File: config.mk
export PLATFORM = sky130hd
export DESIGN_NAME = patterned_line_rasterizer_top
export DESIGN_NICKNAME = d
export VERILOG_FILES = /design/src/hdl/plr_pkg.sv /design/src/hdl/patterned_line_rasterizer_top.sv /design/src/hdl/plr_front.sv /design/src/hdl/plr_queue.sv /design/src/hdl/plr_back.sv
export SDC_FILE = /design/constraint.sdc
export NUM_CORES = 1
export LEC_CHECK = 0
export ABC_CLOCK_PERIOD_IN_PS = 13200
export BUFFER_PORTS_ARGS = -buffer_cell sky130_fd_sc_hd__buf_2
export CORE_AREA = 8 8 344 179
export DETAILED_ROUTE_END_ITERATION = 10
export DIE_AREA = 0 0 352 187
export PLACE_DENSITY = 0.7
export RECOVER_POWER = 50
export SLEW_MARGIN = 30
export SYNTH_ARGS = -nofsm -noshare
export SYNTH_HDL_FRONTEND = slang
export SYNTH_HIERARCHICAL = 1
export SYNTH_SLANG_ARGS = --single-unit
File: constraint.sdc
create_clock -name i_clk -period 13.2 [get_ports i_clk]
set_input_delay 0.66 -clock i_clk [delete_from_list [all_inputs] [get_ports i_clk]]
set_output_delay 0.66 -clock i_clk [all_outputs]
set_load 0.005 [all_outputs]
File: src/hdl/plr_pkg.sv
// shared types and constants of the patterned line rasterizer
package plr_pkg;

    localparam int COORD_W  = 12;
    localparam int ERROR_W  = 14;
    localparam int OFFSET_W = 14;
    localparam int CFG_IDX_W = 2;
    localparam int CFG_DATA_W = 16;

    localparam logic OP_START = 1'b0;
    localparam logic OP_STEP  = 1'b1;

    localparam logic [CFG_IDX_W-1:0] CFG_DASH_PATTERN = 2'd0;
    localparam logic [CFG_IDX_W-1:0] CFG_DRAW_COLOR   = 2'd1;

    localparam logic [15:0] DASH_PATTERN_RESET = 16'hFFFF;
    localparam logic [3:0]  DRAW_COLOR_RESET   = 4'd15;

    typedef struct packed {
        logic                      op;
        logic signed [COORD_W-1:0] start_x;
        logic signed [COORD_W-1:0] start_y;
        logic signed [COORD_W-1:0] end_x;
        logic signed [COORD_W-1:0] end_y;
    } t_in_item;

    typedef struct packed {
        logic                write_enable;
        logic [OFFSET_W-1:0] byte_offset;
        logic [1:0]          pixel_slot;
        logic [1:0]          pixel_value;
        logic                last;
    } t_out_item;

    typedef struct packed {
        logic [15:0] dash_pattern;
        logic [3:0]  draw_color;
    } t_cfg;

    typedef struct packed {
        logic                      is_step;
        logic signed [COORD_W-1:0] x1;
        logic signed [COORD_W-1:0] y1;
        logic signed [COORD_W-1:0] x2;
        logic signed [COORD_W-1:0] y2;
        logic [COORD_W-1:0]        dx;
        logic [COORD_W-1:0]        dy;
        logic                      x_neg;
        logic                      y_neg;
        logic signed [ERROR_W-1:0] err;
    } t_cmd;

endpackage

File: src/hdl/patterned_line_rasterizer_top.sv
// top level of the patterned line rasterizer: config registers and engine wiring
// Takes one item per clock while not stalled and gives one result per item. A start
// item loads the endpoints and yields an all-zero result; each step item on an active
// line runs one Bresenham iteration and yields the pixel's byte offset, slot within
// the byte, colour bits and an end-point flag. The drawing engine performs one
// iteration per clock unless the output stalls, so sustained throughput is one item
// per cycle. A queue of QUEUE_DEPTH commands sits between the input and the engine;
// accepted items are written into it, then popped; results sit in an output register.
// Configuration writes are always ready and must be done while the block is idle.
module patterned_line_rasterizer_top #(
    parameter int SCREEN_WIDTH  = 320,
    parameter int SCREEN_HEIGHT = 200,
    parameter int ROW_BYTES     = 80,
    parameter int QUEUE_DEPTH   = 4
) (
    input  logic                                i_clk,
    input  logic                                i_rst_n,
    input  logic                                i_in_valid,
    input  plr_pkg::t_in_item                   i_in_item,
    output logic                                o_in_stall,
    output logic                                o_out_valid,
    input  logic                                i_out_stall,
    output plr_pkg::t_out_item                  o_out_item,
    input  logic                                i_cfg_valid,
    output logic                                o_cfg_ready,
    input  logic [plr_pkg::CFG_IDX_W-1:0]       i_cfg_index,
    input  logic [plr_pkg::CFG_DATA_W-1:0]      i_cfg_data
);
    import plr_pkg::*;

    t_cfg r_cfg, n_cfg;
    t_cmd w_push_data;
    t_cmd w_pop_data;
    logic w_push;
    logic w_pop;
    logic w_full;
    logic w_empty;

    assign o_cfg_ready = 1'b1;

    always_comb begin
        n_cfg = r_cfg;
        if (i_cfg_valid && o_cfg_ready) begin
            case (i_cfg_index)
                CFG_DASH_PATTERN: n_cfg.dash_pattern = i_cfg_data[15:0];
                CFG_DRAW_COLOR:   n_cfg.draw_color   = i_cfg_data[3:0];
                default:          n_cfg = r_cfg;
            endcase
        end
    end

    always_ff @(posedge i_clk) begin
        if (!i_rst_n) begin
            r_cfg.dash_pattern <= DASH_PATTERN_RESET;
            r_cfg.draw_color   <= DRAW_COLOR_RESET;
        end else begin
            r_cfg <= n_cfg;
        end
    end

    plr_front u_front (
        .i_in_valid  (i_in_valid),
        .i_in_item   (i_in_item),
        .o_in_stall  (o_in_stall),
        .i_full      (w_full),
        .o_push      (w_push),
        .o_push_data (w_push_data)
    );

    plr_queue #(
        .DEPTH (QUEUE_DEPTH)
    ) u_queue (
        .i_clk       (i_clk),
        .i_rst_n     (i_rst_n),
        .i_push      (w_push),
        .i_push_data (w_push_data),
        .o_full      (w_full),
        .i_pop       (w_pop),
        .o_pop_data  (w_pop_data),
        .o_empty     (w_empty)
    );

    plr_back #(
        .SCREEN_WIDTH  (SCREEN_WIDTH),
        .SCREEN_HEIGHT (SCREEN_HEIGHT),
        .ROW_BYTES     (ROW_BYTES)
    ) u_back (
        .i_clk       (i_clk),
        .i_rst_n     (i_rst_n),
        .i_cmd       (w_pop_data),
        .i_cmd_empty (w_empty),
        .o_cmd_pop   (w_pop),
        .i_cfg       (r_cfg),
        .o_out_valid (o_out_valid),
        .i_out_stall (i_out_stall),
        .o_out_item  (o_out_item)
    );

    a_pop_nonempty: assert property (@(posedge i_clk) disable iff (!i_rst_n)
        w_pop |-> !w_empty)
        else $error("command popped from empty queue");

    a_engine_drains: assert property (@(posedge i_clk) disable iff (!i_rst_n)
        (!w_empty && !o_out_valid) |=> o_out_valid)
        else $error("engine idle with a queued command");

    a_unwritten_zero: assert property (@(posedge i_clk) disable iff (!i_rst_n)
        (o_out_valid && !o_out_item.write_enable) |->
        (o_out_item.byte_offset == '0 && o_out_item.pixel_slot == '0
         && o_out_item.pixel_value == '0))
        else $error("unwritten pixel carries address or colour");

    a_color_match: assert property (@(posedge i_clk) disable iff (!i_rst_n)
        (o_out_valid && o_out_item.write_enable) |->
        (o_out_item.pixel_value == r_cfg.draw_color[1:0]))
        else $error("pixel colour differs from draw colour");

endmodule

File: src/hdl/plr_front.sv
// front end: accepts items and works out line setup for start commands
module plr_front (
    input  logic            i_in_valid,
    input  plr_pkg::t_in_item i_in_item,
    output logic            o_in_stall,
    input  logic            i_full,
    output logic            o_push,
    output plr_pkg::t_cmd   o_push_data
);
    import plr_pkg::*;

    logic signed [COORD_W:0] w_diff_x;
    logic signed [COORD_W:0] w_diff_y;
    logic [COORD_W-1:0]      w_dx;
    logic [COORD_W-1:0]      w_dy;

    assign o_in_stall = i_full;
    assign o_push     = i_in_valid && !i_full;

    always_comb begin
        w_diff_x = {i_in_item.end_x[COORD_W-1], i_in_item.end_x}
                 - {i_in_item.start_x[COORD_W-1], i_in_item.start_x};
        w_diff_y = {i_in_item.end_y[COORD_W-1], i_in_item.end_y}
                 - {i_in_item.start_y[COORD_W-1], i_in_item.start_y};
        w_dx = w_diff_x[COORD_W] ? COORD_W'(-w_diff_x) : w_diff_x[COORD_W-1:0];
        w_dy = w_diff_y[COORD_W] ? COORD_W'(-w_diff_y) : w_diff_y[COORD_W-1:0];

        o_push_data.is_step = (i_in_item.op == OP_STEP);
        o_push_data.x1      = i_in_item.start_x;
        o_push_data.y1      = i_in_item.start_y;
        o_push_data.x2      = i_in_item.end_x;
        o_push_data.y2      = i_in_item.end_y;
        o_push_data.dx      = w_dx;
        o_push_data.dy      = w_dy;
        o_push_data.x_neg   = !(i_in_item.start_x < i_in_item.end_x);
        o_push_data.y_neg   = !(i_in_item.start_y < i_in_item.end_y);
        o_push_data.err     = $signed({2'b00, w_dx}) - $signed({2'b00, w_dy});
    end

endmodule

File: src/hdl/plr_queue.sv
// small command queue between front end and drawing engine
module plr_queue #(
    parameter int DEPTH = 4
) (
    input  logic          i_clk,
    input  logic          i_rst_n,
    input  logic          i_push,
    input  plr_pkg::t_cmd i_push_data,
    output logic          o_full,
    input  logic          i_pop,
    output plr_pkg::t_cmd o_pop_data,
    output logic          o_empty
);
    import plr_pkg::*;

    localparam int PTR_W = (DEPTH > 1) ? $clog2(DEPTH) : 1;
    localparam int CNT_W = $clog2(DEPTH + 1);
    localparam logic [PTR_W-1:0] LAST_PTR = PTR_W'(DEPTH - 1);
    localparam logic [CNT_W-1:0] FULL_CNT = CNT_W'(DEPTH);

    t_cmd             r_mem [DEPTH];
    logic [PTR_W-1:0] r_wr_ptr, n_wr_ptr;
    logic [PTR_W-1:0] r_rd_ptr, n_rd_ptr;
    logic [CNT_W-1:0] r_count, n_count;

    assign o_full     = (r_count == FULL_CNT);
    assign o_empty    = (r_count == '0);
    assign o_pop_data = r_mem[r_rd_ptr];

    always_comb begin
        n_wr_ptr = r_wr_ptr;
        n_rd_ptr = r_rd_ptr;
        n_count  = r_count;
        if (i_push) begin
            n_wr_ptr = (r_wr_ptr == LAST_PTR) ? '0 : r_wr_ptr + 1'b1;
        end
        if (i_pop) begin
            n_rd_ptr = (r_rd_ptr == LAST_PTR) ? '0 : r_rd_ptr + 1'b1;
        end
        if (i_push && !i_pop) begin
            n_count = r_count + 1'b1;
        end else if (i_pop && !i_push) begin
            n_count = r_count - 1'b1;
        end
    end

    always_ff @(posedge i_clk) begin
        if (!i_rst_n) begin
            r_wr_ptr <= '0;
            r_rd_ptr <= '0;
            r_count  <= '0;
        end else begin
            r_wr_ptr <= n_wr_ptr;
            r_rd_ptr <= n_rd_ptr;
            r_count  <= n_count;
        end
    end

    always_ff @(posedge i_clk) begin
        if (i_push) begin
            r_mem[r_wr_ptr] <= i_push_data;
        end
    end

endmodule

File: src/hdl/plr_back.sv
// drawing engine: bresenham iteration, pixel address and output register
module plr_back #(
    parameter int SCREEN_WIDTH  = 320,
    parameter int SCREEN_HEIGHT = 200,
    parameter int ROW_BYTES     = 80
) (
    input  logic               i_clk,
    input  logic               i_rst_n,
    input  plr_pkg::t_cmd      i_cmd,
    input  logic               i_cmd_empty,
    output logic               o_cmd_pop,
    input  plr_pkg::t_cfg      i_cfg,
    output logic               o_out_valid,
    input  logic               i_out_stall,
    output plr_pkg::t_out_item o_out_item
);
    import plr_pkg::*;

    localparam logic [COORD_W-1:0] WIDTH_LIM  = COORD_W'(SCREEN_WIDTH);
    localparam logic [COORD_W-1:0] HEIGHT_LIM = COORD_W'(SCREEN_HEIGHT);
    localparam int ROWB_W = $clog2(ROW_BYTES + 1);
    localparam int PROD_W = COORD_W + ROWB_W + 1;
    localparam logic [ROWB_W-1:0] ROW_B = ROWB_W'(ROW_BYTES);

    logic signed [COORD_W-1:0] r_pos_x, n_pos_x;
    logic signed [COORD_W-1:0] r_pos_y, n_pos_y;
    logic signed [COORD_W-1:0] r_goal_x, n_goal_x;
    logic signed [COORD_W-1:0] r_goal_y, n_goal_y;
    logic [COORD_W-1:0]        r_dx, n_dx;
    logic [COORD_W-1:0]        r_dy, n_dy;
    logic                      r_x_neg, n_x_neg;
    logic                      r_y_neg, n_y_neg;
    logic signed [ERROR_W-1:0] r_err, n_err;
    logic [3:0]                r_pat, n_pat;
    logic                      r_active, n_active;
    logic                      r_out_valid, n_out_valid;
    t_out_item                 r_out_item, n_out_item;

    logic                      w_enabled;
    logic                      w_on_screen;
    logic                      w_is_last;
    logic signed [ERROR_W:0]   w_e2;
    logic                      w_move_x;
    logic                      w_move_y;
    logic signed [ERROR_W:0]   w_err_sum;
    logic [PROD_W-1:0]         w_offset;

    assign o_cmd_pop   = !i_cmd_empty && (!r_out_valid || !i_out_stall);
    assign o_out_valid = r_out_valid;
    assign o_out_item  = r_out_item;

    always_comb begin
        w_enabled   = i_cfg.dash_pattern[r_pat];
        w_on_screen = !r_pos_x[COORD_W-1] && (r_pos_x < WIDTH_LIM)
                   && !r_pos_y[COORD_W-1] && (r_pos_y < HEIGHT_LIM);
        w_is_last   = (r_pos_x == r_goal_x) && (r_pos_y == r_goal_y);
        w_offset    = PROD_W'(r_pos_y) * PROD_W'(ROW_B) + PROD_W'(r_pos_x[COORD_W-1:2]);
        w_e2        = {r_err, 1'b0};
        w_move_x    = w_e2 > -$signed({3'b000, r_dy});
        w_move_y    = w_e2 < $signed({3'b000, r_dx});
        w_err_sum   = {r_err[ERROR_W-1], r_err}
                    - (w_move_x ? $signed({3'b000, r_dy}) : '0)
                    + (w_move_y ? $signed({3'b000, r_dx}) : '0);

        n_pos_x  = r_pos_x;
        n_pos_y  = r_pos_y;
        n_goal_x = r_goal_x;
        n_goal_y = r_goal_y;
        n_dx     = r_dx;
        n_dy     = r_dy;
        n_x_neg  = r_x_neg;
        n_y_neg  = r_y_neg;
        n_err    = r_err;
        n_pat    = r_pat;
        n_active = r_active;
        n_out_item  = r_out_item;
        n_out_valid = r_out_valid;

        if (o_cmd_pop) begin
            n_out_valid = 1'b1;
            n_out_item  = '0;
            if (!i_cmd.is_step) begin
                n_pos_x  = i_cmd.x1;
                n_pos_y  = i_cmd.y1;
                n_goal_x = i_cmd.x2;
                n_goal_y = i_cmd.y2;
                n_dx     = i_cmd.dx;
                n_dy     = i_cmd.dy;
                n_x_neg  = i_cmd.x_neg;
                n_y_neg  = i_cmd.y_neg;
                n_err    = i_cmd.err;
                n_pat    = '0;
                n_active = 1'b1;
            end else if (r_active) begin
                if (w_enabled && w_on_screen) begin
                    n_out_item.write_enable = 1'b1;
                    n_out_item.byte_offset  = w_offset[OFFSET_W-1:0];
                    n_out_item.pixel_slot   = r_pos_x[1:0];
                    n_out_item.pixel_value  = i_cfg.draw_color[1:0];
                end
                if (w_is_last) begin
                    n_out_item.last = 1'b1;
                    n_active        = 1'b0;
                end else begin
                    n_err = w_err_sum[ERROR_W-1:0];
                    if (w_move_x) begin
                        n_pos_x = r_x_neg ? r_pos_x - 1'b1 : r_pos_x + 1'b1;
                    end
                    if (w_move_y) begin
                        n_pos_y = r_y_neg ? r_pos_y - 1'b1 : r_pos_y + 1'b1;
                    end
                    n_pat = r_pat + 1'b1;
                end
            end
        end else if (!i_out_stall) begin
            n_out_valid = 1'b0;
        end
    end

    always_ff @(posedge i_clk) begin
        if (!i_rst_n) begin
            r_active    <= 1'b0;
            r_out_valid <= 1'b0;
        end else begin
            r_active    <= n_active;
            r_out_valid <= n_out_valid;
        end
    end

    always_ff @(posedge i_clk) begin
        r_pos_x    <= n_pos_x;
        r_pos_y    <= n_pos_y;
        r_goal_x   <= n_goal_x;
        r_goal_y   <= n_goal_y;
        r_dx       <= n_dx;
        r_dy       <= n_dy;
        r_x_neg    <= n_x_neg;
        r_y_neg    <= n_y_neg;
        r_err      <= n_err;
        r_pat      <= n_pat;
        r_out_item <= n_out_item;
    end

endmodule

==> impl_metrics.tcl <==
set metrics [dict create \
    outcome "complete, but fails checks" \
    violations "capacitance limit, slew limit" \
    clock_path_buffers 3 \
    ctsHoldBuffers 0 \
    post-cts-setup-buffers 0 \
    worst_hold_slack_ns 0.3611 \
    skew_ns 0.01480 \
    root_buffer "clkbuf_16" \
    grt_pass1_wl_um 90820 \
    clock_latency_ns 0.57 \
    period_needed_ns 6.769 \
    dp_hpwl_um 43730 \
    core_sq_mm 0.05655 \
    die_x_um 352 \
    worstPathMaxFanout 44 \
    powerDensity_mw_per_mm2 271.9 \
    critPathKind "reg2reg" \
    numCtsBuffers 43 \
    pin_count 95 \
    seqCellArea_sq_mm 0.01463 \
    cap_violations 9 \
    vias 14770 \
    syn_nets 1956 \
    multi_input_area_sq_mm 0.009220 \
    start_kind "register" \
    avgRoutedWirePerCell_um 23.44 \
    worstMarginPinSlew_ns 4.056 \
    netlist_instances 1739 \
    dr.pass1.iters 6 \
    setup_tns_ns 0 \
    final_nets 2011 \
    hold_path.class "in2reg" \
    grt_max_degree 55 \
    ctsResizeCount 0 \
    antenna_found_initial 5 \
    area_growth_pct 8.421 \
    crit_required_ns 13.44 \
    dieHeight_um 187 \
    start_util_pct 44.27 \
    antenna_left 0 \
    die-area_sq_mm 0.06582 \
    setup-violations-final 0 \
    clk_pin_slew_worst_paths_ns 0.07 \
    ir_worst_vdd_mv 0.1569 \
    overflow 0 \
    drive_gt1_share_pct 13.27 \
    htree_num_levels 2 \
    rsz0062_at_grt "no" \
    finalMaxSlewViolations 326 \
    synth.avg_cell_area_sq_um 14.40 \
    arrival_ns 7.01 \
    via_per_inst 5.695 \
    io_buffers 93 \
    routed_wl_um 60780 \
    drc 0 \
    clock.fmax_mhz 147.7 \
    cts.sinks 497 \
    holdCritStartpoint "i_cfg_data[3]" \
    power.leakage_nw 9.778 \
    hold_violations 0 \
    fp-row-count 62 \
    syn-cell-area_sq_mm 0.02504 \
    grt_usage_pct 17.93 \
    fill_cells 4814 \
    place.gp.congestion 0.9257 \
    first_iter_violations 1495 \
    grt_pass1_vias 14500 \
    relSlewSlack_pct -170.4 \
    ys.warnings.count 6 \
    cts_tree "built" \
    endpoint_kind "register" \
    fin_crit_sh_pct 51.28 \
]
-- layout by cell type (no fill, tap or decap), drive strengths merged, types with 38 or more instances in the layout --
cell and count:
buf 38, o21ai 47, nand2 76, xnor2 57
mux4 93, ha 125, inv 150, edfxtp 468
a21oi 56, xor2 61, nor2 74, clkbuf 122
-- layout make-up --
cell class	count	area share, %
diodes	1	0.009219
inverters	149	2.060
clock buffers	55	4.209
clock inverters	20	0.5946
well taps	768	3.540
multi-input cells	998	33.97
flip-flops and latches	497	53.91
repair buffers	105	1.706
-- metrics by stage --
stage               power, mW  instance area, sq um  utilization, %  setup slack, ns  instances
floorplan               5.088                 25040               -            7.986       1739
global placement        5.975                 25950           45.89            7.569       2517
detailed placement      6.094                 25950           45.89            7.099       2517
CTS                     7.335                 27250           48.19            7.496       2592
global route            7.829                 27140           47.99            5.883       2592
finish                  7.381                 27140           48.00            6.431       2593
-- critical path, stage by stage, from the launching register on --
cell	delay, ns
dfxtp_1	1.65
mux4_2	0.45
clkbuf_1	2.10
inv_2	1.13
o41a_2	0.99
-- flip-flops by register name (all words and copies together) (netlist names), named ones only --
| signal | count |
|---|---|
| u_queue/r_mem | 356 |
| u_back/o_out_item | 20 |
| r_cfg | 18 |
| u_back/r_err | 14 |
| u_back/r_dx | 12 |
| u_back/r_dy | 12 |
| u_back/r_goal_x | 12 |
| u_back/r_goal_y | 12 |
| u_back/r_pos_x | 12 |
| u_back/r_pos_y | 12 |
| u_back/r_pat | 4 |
| u_queue/r_count | 3 |
| u_queue/r_rd_ptr | 2 |
| u_queue/r_wr_ptr | 2 |
| u_back/o_out_valid | 1 |
| u_back/r_active | 1 |
| u_back/r_x_neg | 1 |
| u_back/r_y_neg | 1 |
-- layer usage --
| metal | vias up | global-route usage (%) | share of wire (%) |
|---|---|---|---|
| met2 | 642 | 23.15 | 38 |
| li1 | 6628 | - | - |
| met5 | - | 0 | 0.067 |
| met1 | 7428 | 28.42 | 48 |
| met4 | 6 | 2.868 | 1.1 |
| met3 | 63 | 6.643 | 12 |
-- power breakdown --
part	internal (mW)	leakage (nW)	switching, mW	total, mW
clock network	0.653	0.642	0.563	1.22
registers	2.29	4.57	0.325	2.61
logic	1.50	4.57	2.05	3.55
-- path summary, 6_finish.rpt --
check / end / slack (ns) / cells after the start
hold reg to reg: r_cfg[14]$_SDFFE_PN1P_ / 0.50 / 2
setup reg to reg: u_back/r_pos_x[5]$_DFFE_PP_ / 6.43 / 4
setup / recovery: u_back/r_pos_x[5]$_DFFE_PP_ / 6.43 / 4
hold / removal: r_cfg[7]$_SDFFE_PN1P_ / 0.36 / 3
(Power assumes the default switching activity.)
